$ cat src/sv/tmo_pkg.sv
`timescale 1ns / 1ps

package tmo_pkg;

    // Default sizing of the block.
    localparam int MAX_LEVELS_DEF = 15;
    localparam int DIM_BITS_DEF   = 15;

    // Field widths of the streams.
    localparam int LEVEL_W  = 4;
    localparam int FACE_W   = 3;
    localparam int OFFSET_W = 48;
    localparam int BYTES_W  = 45;
    localparam int KIND_W   = 2;
    localparam int FMT_W    = 3;
    localparam int COUNT_W  = 4;

    // Saturation limits of the result fields.
    localparam logic [63:0] OFFSET_MAX = (64'd1 << OFFSET_W) - 64'd1;
    localparam logic [63:0] BYTES_MAX  = (64'd1 << BYTES_W) - 64'd1;

    // Register indexes on the configuration port.
    localparam logic [2:0] REG_KIND   = 3'd0;
    localparam logic [2:0] REG_FMT    = 3'd1;
    localparam logic [2:0] REG_WIDTH  = 3'd2;
    localparam logic [2:0] REG_HEIGHT = 3'd3;
    localparam logic [2:0] REG_DEPTH  = 3'd4;
    localparam logic [2:0] REG_COUNT  = 3'd5;

    // Texture kinds.
    localparam logic [KIND_W-1:0] KIND_FLAT   = 2'd0;
    localparam logic [KIND_W-1:0] KIND_CUBE   = 2'd1;
    localparam logic [KIND_W-1:0] KIND_VOLUME = 2'd2;

    // Pixel formats.
    localparam logic [FMT_W-1:0] FMT_RGBA8  = 3'd0;
    localparam logic [FMT_W-1:0] FMT_R5G6B5 = 3'd1;
    localparam logic [FMT_W-1:0] FMT_DXT1   = 3'd2;
    localparam logic [FMT_W-1:0] FMT_DXT3   = 3'd3;
    localparam logic [FMT_W-1:0] FMT_DXT5   = 3'd4;

    // Controller states.
    typedef enum logic [2:0] {
        ST_IDLE,
        ST_DIMS,
        ST_MUL1,
        ST_MUL2,
        ST_SCALE,
        ST_FACE,
        ST_LOAD
    } state_t;

    // Commands from the controller to the datapath.
    typedef struct packed {
        logic accept;
        logic dims;
        logic mul1;
        logic mul2;
        logic scale;
        logic face;
        logic load;
    } cmd_t;

    // Status from the datapath to the controller.
    typedef struct packed {
        logic last_level;
        logic out_busy;
    } stat_t;

    // Log2 of the bytes per pixel or per 4x4 block.
    function automatic logic [2:0] fmt_shift(input logic [FMT_W-1:0] fmt);
        logic [2:0] sh;
        case (fmt)
            FMT_RGBA8:  sh = 3'd2;
            FMT_R5G6B5: sh = 3'd1;
            FMT_DXT1:   sh = 3'd3;
            FMT_DXT3:   sh = 3'd4;
            FMT_DXT5:   sh = 3'd4;
            default:    sh = 3'd0;
        endcase
        return sh;
    endfunction

    function automatic logic fmt_known(input logic [FMT_W-1:0] fmt);
        return fmt inside {FMT_RGBA8, FMT_R5G6B5, FMT_DXT1, FMT_DXT3, FMT_DXT5};
    endfunction

    function automatic logic fmt_block(input logic [FMT_W-1:0] fmt);
        return fmt inside {FMT_DXT1, FMT_DXT3, FMT_DXT5};
    endfunction

endpackage

$ cat src/sv/tmo_cfg_regs.sv
`timescale 1ns / 1ps

module tmo_cfg_regs import tmo_pkg::*; #(
    parameter int DIM_BITS = DIM_BITS_DEF
) (
    input  logic                 aclk,
    input  logic                 aresetn,
    input  logic                 psel,
    input  logic                 penable,
    input  logic                 pwrite,
    input  logic [4:0]           paddr,
    input  logic [31:0]          pwdata,
    output logic [31:0]          prdata,
    output logic                 pready,
    output logic [KIND_W-1:0]    cfg_kind,
    output logic [FMT_W-1:0]     cfg_fmt,
    output logic [DIM_BITS-1:0]  cfg_width,
    output logic [DIM_BITS-1:0]  cfg_height,
    output logic [DIM_BITS-1:0]  cfg_depth,
    output logic [COUNT_W-1:0]   cfg_count
);

    logic [KIND_W-1:0]   kind_reg;
    logic [FMT_W-1:0]    fmt_reg;
    logic [DIM_BITS-1:0] width_reg;
    logic [DIM_BITS-1:0] height_reg;
    logic [DIM_BITS-1:0] depth_reg;
    logic [COUNT_W-1:0]  count_reg;
    logic                wr_en;
    logic [2:0]          reg_idx;

    assign pready  = 1'b1;
    assign wr_en   = psel & penable & pwrite;
    assign reg_idx = paddr[4:2];

    // Register writes; an index beyond the list is dropped.
    always_ff @(posedge aclk) begin
        if (!aresetn) begin
            kind_reg   <= KIND_FLAT;
            fmt_reg    <= FMT_RGBA8;
            width_reg  <= DIM_BITS'(1);
            height_reg <= DIM_BITS'(1);
            depth_reg  <= DIM_BITS'(1);
            count_reg  <= COUNT_W'(1);
        end else if (wr_en) begin
            case (reg_idx)
                REG_KIND:   kind_reg   <= pwdata[KIND_W-1:0];
                REG_FMT:    fmt_reg    <= pwdata[FMT_W-1:0];
                REG_WIDTH:  width_reg  <= pwdata[DIM_BITS-1:0];
                REG_HEIGHT: height_reg <= pwdata[DIM_BITS-1:0];
                REG_DEPTH:  depth_reg  <= pwdata[DIM_BITS-1:0];
                REG_COUNT:  count_reg  <= pwdata[COUNT_W-1:0];
                default: ;
            endcase
        end
    end

    // Read-back of the addressed register.
    always_comb begin
        case (reg_idx)
            REG_KIND:   prdata = 32'(kind_reg);
            REG_FMT:    prdata = 32'(fmt_reg);
            REG_WIDTH:  prdata = 32'(width_reg);
            REG_HEIGHT: prdata = 32'(height_reg);
            REG_DEPTH:  prdata = 32'(depth_reg);
            REG_COUNT:  prdata = 32'(count_reg);
            default:    prdata = 32'd0;
        endcase
    end

    assign cfg_kind   = kind_reg;
    assign cfg_fmt    = fmt_reg;
    assign cfg_width  = width_reg;
    assign cfg_height = height_reg;
    assign cfg_depth  = depth_reg;
    assign cfg_count  = count_reg;

endmodule

$ cat src/sv/tmo_ctrl.sv
`timescale 1ns / 1ps

module tmo_ctrl import tmo_pkg::*; (
    input  logic  aclk,
    input  logic  aresetn,
    input  logic  s_tvalid,
    input  stat_t stat,
    output cmd_t  cmd,
    output logic  s_tready
);

    state_t state_reg;
    state_t state_next;

    always_ff @(posedge aclk) begin
        if (!aresetn) begin
            state_reg <= ST_IDLE;
        end else begin
            state_reg <= state_next;
        end
    end

    // Next state: four steps per mip level, then the face term and the output load.
    always_comb begin
        state_next = state_reg;
        case (state_reg)
            ST_IDLE:  if (s_tvalid) state_next = ST_DIMS;
            ST_DIMS:  state_next = ST_MUL1;
            ST_MUL1:  state_next = ST_MUL2;
            ST_MUL2:  state_next = ST_SCALE;
            ST_SCALE: state_next = stat.last_level ? ST_FACE : ST_DIMS;
            ST_FACE:  state_next = ST_LOAD;
            ST_LOAD:  if (!stat.out_busy) state_next = ST_IDLE;
            default:  state_next = ST_IDLE;
        endcase
    end

    // Commands to the datapath.
    always_comb begin
        cmd = '0;
        case (state_reg)
            ST_IDLE:  cmd.accept = s_tvalid;
            ST_DIMS:  cmd.dims   = 1'b1;
            ST_MUL1:  cmd.mul1   = 1'b1;
            ST_MUL2:  cmd.mul2   = 1'b1;
            ST_SCALE: cmd.scale  = 1'b1;
            ST_FACE:  cmd.face   = 1'b1;
            ST_LOAD:  cmd.load   = !stat.out_busy;
            default:  cmd = '0;
        endcase
    end

    assign s_tready = (state_reg == ST_IDLE);

endmodule

$ cat src/sv/tmo_dpath.sv
`timescale 1ns / 1ps

module tmo_dpath import tmo_pkg::*; #(
    parameter int MAX_LEVELS = MAX_LEVELS_DEF,
    parameter int DIM_BITS   = DIM_BITS_DEF
) (
    input  logic                 aclk,
    input  logic                 aresetn,
    input  cmd_t                 cmd,
    output stat_t                stat,
    input  logic [LEVEL_W-1:0]   in_level,
    input  logic [FACE_W-1:0]    in_face,
    input  logic [KIND_W-1:0]    cfg_kind,
    input  logic [FMT_W-1:0]     cfg_fmt,
    input  logic [DIM_BITS-1:0]  cfg_width,
    input  logic [DIM_BITS-1:0]  cfg_height,
    input  logic [DIM_BITS-1:0]  cfg_depth,
    input  logic [COUNT_W-1:0]   cfg_count,
    input  logic                 m_tready,
    output logic                 out_valid,
    output logic [OFFSET_W-1:0]  byte_offset,
    output logic [BYTES_W-1:0]   level_bytes,
    output logic                 level_present
);

    localparam int PROD1_W = 2 * DIM_BITS;
    localparam int PROD2_W = 3 * DIM_BITS;
    localparam int SIZE_W  = 3 * DIM_BITS + 4;
    localparam int ACC_W   = 3 * DIM_BITS + 12;

    logic [LEVEL_W-1:0]  level_reg;
    logic [FACE_W-1:0]   face_reg;
    logic [LEVEL_W-1:0]  idx_reg;
    logic [DIM_BITS-1:0] w_reg;
    logic [DIM_BITS-1:0] h_reg;
    logic [DIM_BITS-1:0] d_reg;
    logic [PROD1_W-1:0]  prod1_reg;
    logic [PROD2_W-1:0]  prod2_reg;
    logic [SIZE_W-1:0]   cur_reg;
    logic [ACC_W-1:0]    acc_reg;
    logic                out_valid_reg;
    logic [OFFSET_W-1:0] offset_reg;
    logic [BYTES_W-1:0]  bytes_reg;
    logic                present_reg;

    logic                blk;
    logic                cube;
    logic                idx_exists;
    logic                lvl_exists;
    logic [SIZE_W-1:0]   size_c;
    logic [ACC_W-1:0]    size_ext;
    logic [SIZE_W+2:0]   face_prod;
    logic [63:0]         acc_wide;
    logic [63:0]         cur_wide;

    // Dimension of one level: shift, floor of one, and 4x4 block count if compressed.
    function automatic logic [DIM_BITS-1:0] lvl_dim(input logic [DIM_BITS-1:0] base,
                                                    input logic [LEVEL_W-1:0]  sh,
                                                    input logic                is_blk);
        logic [DIM_BITS-1:0] v;
        logic [DIM_BITS:0]   r;
        v = base >> sh;
        if (v == '0) begin
            v = DIM_BITS'(1);
        end
        r = {1'b0, v} + (DIM_BITS + 1)'(3);
        if (is_blk) begin
            v = DIM_BITS'(r[DIM_BITS:2]);
        end
        return v;
    endfunction

    assign blk  = fmt_block(cfg_fmt);
    assign cube = (cfg_kind == KIND_CUBE);

    assign idx_exists = (idx_reg < cfg_count) && ({1'b0, idx_reg} < 5'(MAX_LEVELS));
    assign lvl_exists = (level_reg < cfg_count) && ({1'b0, level_reg} < 5'(MAX_LEVELS));

    // Byte size of the level under work; zero when absent or of unknown kind or format.
    always_comb begin
        if (idx_exists && (cfg_kind inside {KIND_FLAT, KIND_CUBE, KIND_VOLUME})
                && fmt_known(cfg_fmt)) begin
            size_c = SIZE_W'(prod2_reg) << fmt_shift(cfg_fmt);
        end else begin
            size_c = '0;
        end
    end

    assign size_ext  = ACC_W'(size_c);
    assign face_prod = (SIZE_W + 3)'(cur_reg) * (SIZE_W + 3)'(face_reg);

    // Query capture and per-level loop over the shared multiplier stages.
    always_ff @(posedge aclk) begin
        if (cmd.accept) begin
            level_reg <= in_level;
            face_reg  <= in_face;
            idx_reg   <= '0;
            acc_reg   <= '0;
        end
        if (cmd.dims) begin
            w_reg <= lvl_dim(cfg_width, idx_reg, blk);
            h_reg <= lvl_dim(cfg_height, idx_reg, blk);
            d_reg <= lvl_dim(cfg_depth, idx_reg, blk);
        end
        if (cmd.mul1) begin
            prod1_reg <= PROD1_W'(w_reg) * PROD1_W'(cube ? w_reg : h_reg);
        end
        if (cmd.mul2) begin
            prod2_reg <= PROD2_W'(prod1_reg)
                         * PROD2_W'((cfg_kind == KIND_VOLUME) ? d_reg : DIM_BITS'(1));
        end
        if (cmd.scale) begin
            idx_reg <= idx_reg + LEVEL_W'(1);
            if (idx_reg == level_reg) begin
                cur_reg <= size_c;
            end else if (cube) begin
                acc_reg <= acc_reg + (size_ext << 2) + (size_ext << 1);
            end else begin
                acc_reg <= acc_reg + size_ext;
            end
        end
        if (cmd.face && cube) begin
            acc_reg <= acc_reg + ACC_W'(face_prod);
        end
    end

    assign acc_wide = 64'(acc_reg);
    assign cur_wide = 64'(cur_reg);

    // Output register with saturation of both sizes.
    always_ff @(posedge aclk) begin
        if (cmd.load) begin
            offset_reg  <= (acc_wide > OFFSET_MAX) ? OFFSET_MAX[OFFSET_W-1:0]
                                                   : acc_wide[OFFSET_W-1:0];
            bytes_reg   <= (cur_wide > BYTES_MAX) ? BYTES_MAX[BYTES_W-1:0]
                                                  : cur_wide[BYTES_W-1:0];
            present_reg <= lvl_exists;
        end
    end

    // Result valid flag: set on load, cleared once the transfer completes.
    always_ff @(posedge aclk) begin
        if (!aresetn) begin
            out_valid_reg <= 1'b0;
        end else if (cmd.load) begin
            out_valid_reg <= 1'b1;
        end else if (m_tready) begin
            out_valid_reg <= 1'b0;
        end
    end

    assign stat.last_level = (idx_reg == level_reg);
    assign stat.out_busy   = out_valid_reg & ~m_tready;

    assign out_valid     = out_valid_reg;
    assign byte_offset   = offset_reg;
    assign level_bytes   = bytes_reg;
    assign level_present = present_reg;

endmodule

$ cat src/sv/texture_mip_offset_calc.sv
`timescale 1ns / 1ps
// Each mip level up to the one asked for takes four steps through the shared
// dimension, two-multiplier and scale datapath; the face term and output load are two
// further steps, and the load waits while an earlier result is not yet taken.
// A new query is accepted only in idle, once the previous one has been loaded.
// Reset: aresetn is synchronous and active low; it returns the controller to idle,
// drops the result valid and loads the configuration registers with their defaults.

module texture_mip_offset_calc import tmo_pkg::*; #(
    parameter int MAX_LEVELS = MAX_LEVELS_DEF,
    parameter int DIM_BITS   = DIM_BITS_DEF
) (
    input  logic        aclk,
    input  logic        aresetn,
    // Query stream
    input  logic        s_tvalid,
    output logic        s_tready,
    input  logic [7:0]  s_tdata,   // [3:0] level, [6:4] face, [7] zero
    // Result stream
    output logic        m_tvalid,
    input  logic        m_tready,
    output logic [95:0] m_tdata,   // [47:0] byte_offset, [92:48] level_bytes,
                                   // [93] level_present, [95:94] zero
    // Configuration port
    input  logic        psel,
    input  logic        penable,
    input  logic        pwrite,
    input  logic [4:0]  paddr,
    input  logic [31:0] pwdata,
    output logic [31:0] prdata,
    output logic        pready
);

    cmd_t                cmd;
    stat_t               stat;
    logic [KIND_W-1:0]   cfg_kind;
    logic [FMT_W-1:0]    cfg_fmt;
    logic [DIM_BITS-1:0] cfg_width;
    logic [DIM_BITS-1:0] cfg_height;
    logic [DIM_BITS-1:0] cfg_depth;
    logic [COUNT_W-1:0]  cfg_count;
    logic [OFFSET_W-1:0] byte_offset;
    logic [BYTES_W-1:0]  level_bytes;
    logic                level_present;

    // Configuration registers.
    tmo_cfg_regs #(
        .DIM_BITS (DIM_BITS)
    ) u_cfg (
        .aclk       (aclk),
        .aresetn    (aresetn),
        .psel       (psel),
        .penable    (penable),
        .pwrite     (pwrite),
        .paddr      (paddr),
        .pwdata     (pwdata),
        .prdata     (prdata),
        .pready     (pready),
        .cfg_kind   (cfg_kind),
        .cfg_fmt    (cfg_fmt),
        .cfg_width  (cfg_width),
        .cfg_height (cfg_height),
        .cfg_depth  (cfg_depth),
        .cfg_count  (cfg_count)
    );

    // Sequencing of the per-level loop.
    tmo_ctrl u_ctrl (
        .aclk     (aclk),
        .aresetn  (aresetn),
        .s_tvalid (s_tvalid),
        .stat     (stat),
        .cmd      (cmd),
        .s_tready (s_tready)
    );

    // Arithmetic and result register.
    tmo_dpath #(
        .MAX_LEVELS (MAX_LEVELS),
        .DIM_BITS   (DIM_BITS)
    ) u_dpath (
        .aclk          (aclk),
        .aresetn       (aresetn),
        .cmd           (cmd),
        .stat          (stat),
        .in_level      (s_tdata[3:0]),
        .in_face       (s_tdata[6:4]),
        .cfg_kind      (cfg_kind),
        .cfg_fmt       (cfg_fmt),
        .cfg_width     (cfg_width),
        .cfg_height    (cfg_height),
        .cfg_depth     (cfg_depth),
        .cfg_count     (cfg_count),
        .m_tready      (m_tready),
        .out_valid     (m_tvalid),
        .byte_offset   (byte_offset),
        .level_bytes   (level_bytes),
        .level_present (level_present)
    );

    // Result packing.
    assign m_tdata = {2'b00, level_present, level_bytes, byte_offset};

endmodule
$ cat config.mk
export PLATFORM = sky130hd
export DESIGN_NAME = texture_mip_offset_calc
export DESIGN_NICKNAME = d
export VERILOG_FILES = /design/src/sv/tmo_pkg.sv /design/src/sv/tmo_cfg_regs.sv /design/src/sv/tmo_ctrl.sv /design/src/sv/tmo_dpath.sv /design/src/sv/texture_mip_offset_calc.sv
export SDC_FILE = /design/constraint.sdc
export NUM_CORES = 2
export LEC_CHECK = 0
export ABC_AREA = 0
export ABC_CLOCK_PERIOD_IN_PS = 11640
export BUFFER_PORTS_ARGS = -buffer_cell sky130_fd_sc_hd__clkbuf_2
export CELL_PAD_IN_SITES_DETAIL_PLACEMENT = 0
export CELL_PAD_IN_SITES_GLOBAL_PLACEMENT = 1
export CORE_ASPECT_RATIO = 1.1
export CORE_UTILIZATION = 50
export CTS_CLUSTER_SIZE = 30
export DETAILED_ROUTE_END_ITERATION = 6
export GPL_TIMING_DRIVEN = 1
export PLACE_DENSITY_LB_ADDON = 0.1
export SLEW_MARGIN = 20
export SYNTH_ARGS = -nofsm -noshare
export SYNTH_HDL_FRONTEND = slang
export SYNTH_SLANG_ARGS = --single-unit
$ cat constraint.sdc
create_clock -name aclk -period 11.64 [get_ports aclk]
set_input_delay 1.164 -clock aclk [delete_from_list [all_inputs] [get_ports aclk]]
set_output_delay 1.164 -clock aclk [all_outputs]
set_load 0.005 [all_outputs]
==> results.sh <==
export IMPL_path_max_fanout=116
export IMPL_worst_skew_pair_late_latency_ns=0.64
export IMPL_grt_use_total_pct=29.62
export IMPL_relSlewSlack_pct=20.50
export IMPL_grt_overflow_total=0
export IMPL_worst_setup_path_start_kind="flip-flop"
export IMPL_portBuffers=142
export IMPL_seq_power_share_pct=23.3
export IMPL_synth_yosys_seq_area_share_pct=19.55
export IMPL_dieArea_mm2=0.1091
export IMPL_synth_top_cell_by_area="fa_1"
export IMPL_vias=43010
export IMPL_synth_edf_count=275
export IMPL_intPower_w=0.004852
export IMPL_rsz0062_at_grt="no"
export IMPL_ys_flop_type="edfxtp_1"
export IMPL_hold_viol_final=0
export IMPL_drt_wl_total_um=160500
export IMPL_drc_errors=30
export IMPL_antenna_found_initial=2
export IMPL_fin_hold_ws_ns=0.4816
export IMPL_switching_power_w=0.004159
export IMPL_die_w_um=315.1
export IMPL_fin_ws_ns=2.808
export IMPL_cts_max_path_buffers=3
export IMPL_nNetsFinal=7072
export IMPL_first_global_vias=44110
export IMPL_holdBufCountCts=0
export IMPL_path_class="flip-flop to flip-flop"
export IMPL_drive_above_1_share_pct=7.212
export IMPL_cts_tree="built"
export IMPL_die_height_um=346.4
export IMPL_rrSetupSlack_ns=2.81
export IMPL_fin_skew_ns=0.03564
export IMPL_io_pins=183
export IMPL_synth_cell_area_mm2=0.05390
export IMPL_wl_per_cell_um=21.64
export IMPL_clk_pin_slew_ns=0.06
export IMPL_netlist_top_cells_area="fa_1 (25%), edfxtp_1 (15%), ha_1 (8.5%)"
export IMPL_fmax_mhz=113.2
export IMPL_dp_cells=7323
export IMPL_postRouteAntennaNets=0
export IMPL_setup_viol=0
export IMPL_synthToLayoutAreaGrowth_pct=6.314
export IMPL_synth_cell_types=92
export IMPL_swShare_pct=46.16
export IMPL_maxSlewViolCount=0
export IMPL_async_flop_share_pct=0
export IMPL_start_util_pct=50.76
export IMPL_dp_final_hpwl_um=127300
export IMPL_dpl_worst_slack_ns=2.759
export IMPL_ir_drop_mv=0.1709
export IMPL_crit_path_end_kind="flip-flop"
export IMPL_worstPathArrival_ns=9.22
export IMPL_ys_seq_elements=389
export IMPL_grt_start_max_net_pins=117
export IMPL_drv_cap=0
export IMPL_largest_reg_flops=57
export IMPL_cts_setup_buffers=0
export IMPL_finalSetupTns_ns=0
export IMPL_grt_pass1_wl_um=251500
export IMPL_syn_area_per_cell_um2=8.932
export IMPL_clkPwrFrac_pct=17.4
export IMPL_p_per_area_mw_per_mm2=157.2
export IMPL_gp_congestion=0.9438
export IMPL_worst_slew_pin_slew_ns=1.191
export IMPL_violations="DRC"
export IMPL_required_ns=12.02
export IMPL_cts_sinks=389
export IMPL_power_leakage_nw=27.05
export IMPL_first_iter_violations=2552
export IMPL_cts_resized_gates=0
export IMPL_netlist_instances=6035
export IMPL_rows=125
export IMPL_drt_pass1_iterations=7
export IMPL_cts_made_buffers=48
export IMPL_status="complete, but fails checks"
export IMPL_ys_warnings_count=0
export IMPL_fill_cells=9980
export IMPL_core_mm2=0.1062
export IMPL_htree_levels=2
export IMPL_power_frac_comb_pct=59.3
export IMPL_cts_root_buf="clkbuf_16"
export IMPL_min_period_over_period_pct=75.88
export IMPL_synth_top_area_share_pct=25.11
export IMPL_stdcell_count=7418
export IMPL_hp_class="flip-flop to flip-flop"
export IMPL_routed_via_density=5.798
export IMPL_min_period_ns=8.832
-- synth_stat cells (73+ instances only) --
| cell | instances |
|---|---|
| a21o_1 | 129 |
| a21oi_1 | 364 |
| and2_1 | 164 |
| and3_1 | 263 |
| clkbuf_1 | 293 |
| dfxtp_1 | 114 |
| edfxtp_1 | 275 |
| fa_1 | 676 |
| ha_1 | 366 |
| inv_1 | 815 |
| mux2i_1 | 139 |
| nand2_1 | 830 |
| nand2b_1 | 73 |
| nand3_1 | 74 |
| nor2_1 | 223 |
| o21ai_0 | 186 |
| xnor2_1 | 133 |
| xor2_1 | 86 |
-- stage by stage --
step | power, W | util, % | cell area, um^2
detailed placement | 0.007438 | 52.41 | 55660
global route | 0.009770 | 53.95 | 57300
finish | 0.009011 | 53.96 | 57310
global placement | 0.007403 | 52.41 | 55650
floorplan | 0.006036 | - | 53980
CTS | 0.009054 | 53.93 | 57270
-- cell type report --
type,instances,area (um^2),area share (%)
Inverter,818,3070,5.358
Clock buffer,61,1311,2.288
Timing Repair Buffer,222,1339,2.336
Sequential cell,389,10540,18.39
Clock inverter,29,299.0,0.5218
Multi-Input combinational cell,4499,38990,68.04
Tap cell,1397,1748,3.050
Antenna cell,3,7.507,0.01310
-- layer usage --
layer  global-route usage [%]  up-vias  wire length (um)
met5                        0        -                20
met4                    12.20        2              7294
met3                    3.132      332              6705
met2                    54.12     1120             83070
met1                    34.95    21440             63410
li1                         -    20120                 -
-- worst max-delay path, stage by stage (launching register included) --
cell and delay (ns):
dfxtp_1 0.48, nor2b_4 0.27, buf_12 0.33, and2_1 0.68
nand2_1 0.18, fa_1 0.57, inv_1 0.06, fa_1 0.59
fa_1 0.43, fa_1 0.40, fa_1 0.52, inv_1 0.05
fa_1 0.47, inv_1 0.04, ha_1 0.35, a21o_1 0.18
a211o_1 0.33, a211o_1 0.28, a21oi_1 0.34, o311ai_0 0.41
a31oi_1 0.38, o21bai_1 0.16, a311o_1 0.42, a221o_1 0.31
a21oi_1 0.19, xnor2_1 0.09
-- placed cells by master (no fill, tap or decap), drive strengths merged, types with 17 or more instances in the layout --
cell type	netlist	final
a22oi	38	38
clkbuf	293	203
clkinv	1	18
nand3	75	75
nand2	830	830
or2	48	48
o211ai	30	30
nor3	49	49
a22o	29	29
a211oi	49	49
xnor2	133	133
nand2b	73	73
mux2i	140	140
o21a	38	38
and3	263	263
a31oi	50	50
nor2	224	224
nor2b	34	34
conb	2	24
edfxtp	275	275
mux2	20	20
a21oi	364	364
o21ai	188	188
and2	166	166
or3	19	19
inv	817	820
fa	676	676
a21o	129	129
mux4	25	25
buf	58	80
o21bai	45	45
xor2	86	86
ha	366	366
nand4	59	59
a221oi	17	17
dfxtp	114	114
-- cells by family after synthesis --
group                    Yosys count  share of synthesized area (%)
adder cells (fa/ha/maj)         1042                          33.60
AND/OR/NAND/NOR                 1882                          16.86
multiplexers                     185                          4.127
flip-flops                       389                          19.55
XOR/XNOR                         219                          3.558
buffers and inverters           1169                          8.517
other                              2                        0.01393
AO/OA/AOI/OAI                   1147                          13.77
-- worst paths after layout --
kind              cells after the start                 from               endpoint
setup reg to reg                     25    u_cfg.cfg_kind[1]  u_dpath.prod2_reg[43]
hold / removal                        2  u_cfg.cfg_height[1]    u_cfg.cfg_height[1]
hold reg to reg                       2  u_cfg.cfg_height[1]    u_cfg.cfg_height[1]
setup / recovery                     25    u_cfg.cfg_kind[1]  u_dpath.prod2_reg[43]
-- power by group through the flow --
stage / clock [W] / sequential, W / combinational, W
after floorplan: 0 / 0.00193 / 0.00411
final: 0.00156 / 0.00210 / 0.00535
after CTS: 0.00160 / 0.00210 / 0.00535
after global routing: 0.00165 / 0.00212 / 0.00601
after global placement: 0 / 0.00213 / 0.00527
after detailed placement: 0 / 0.00213 / 0.00531
No activity file was read; power rests on OpenSTA's default activity.
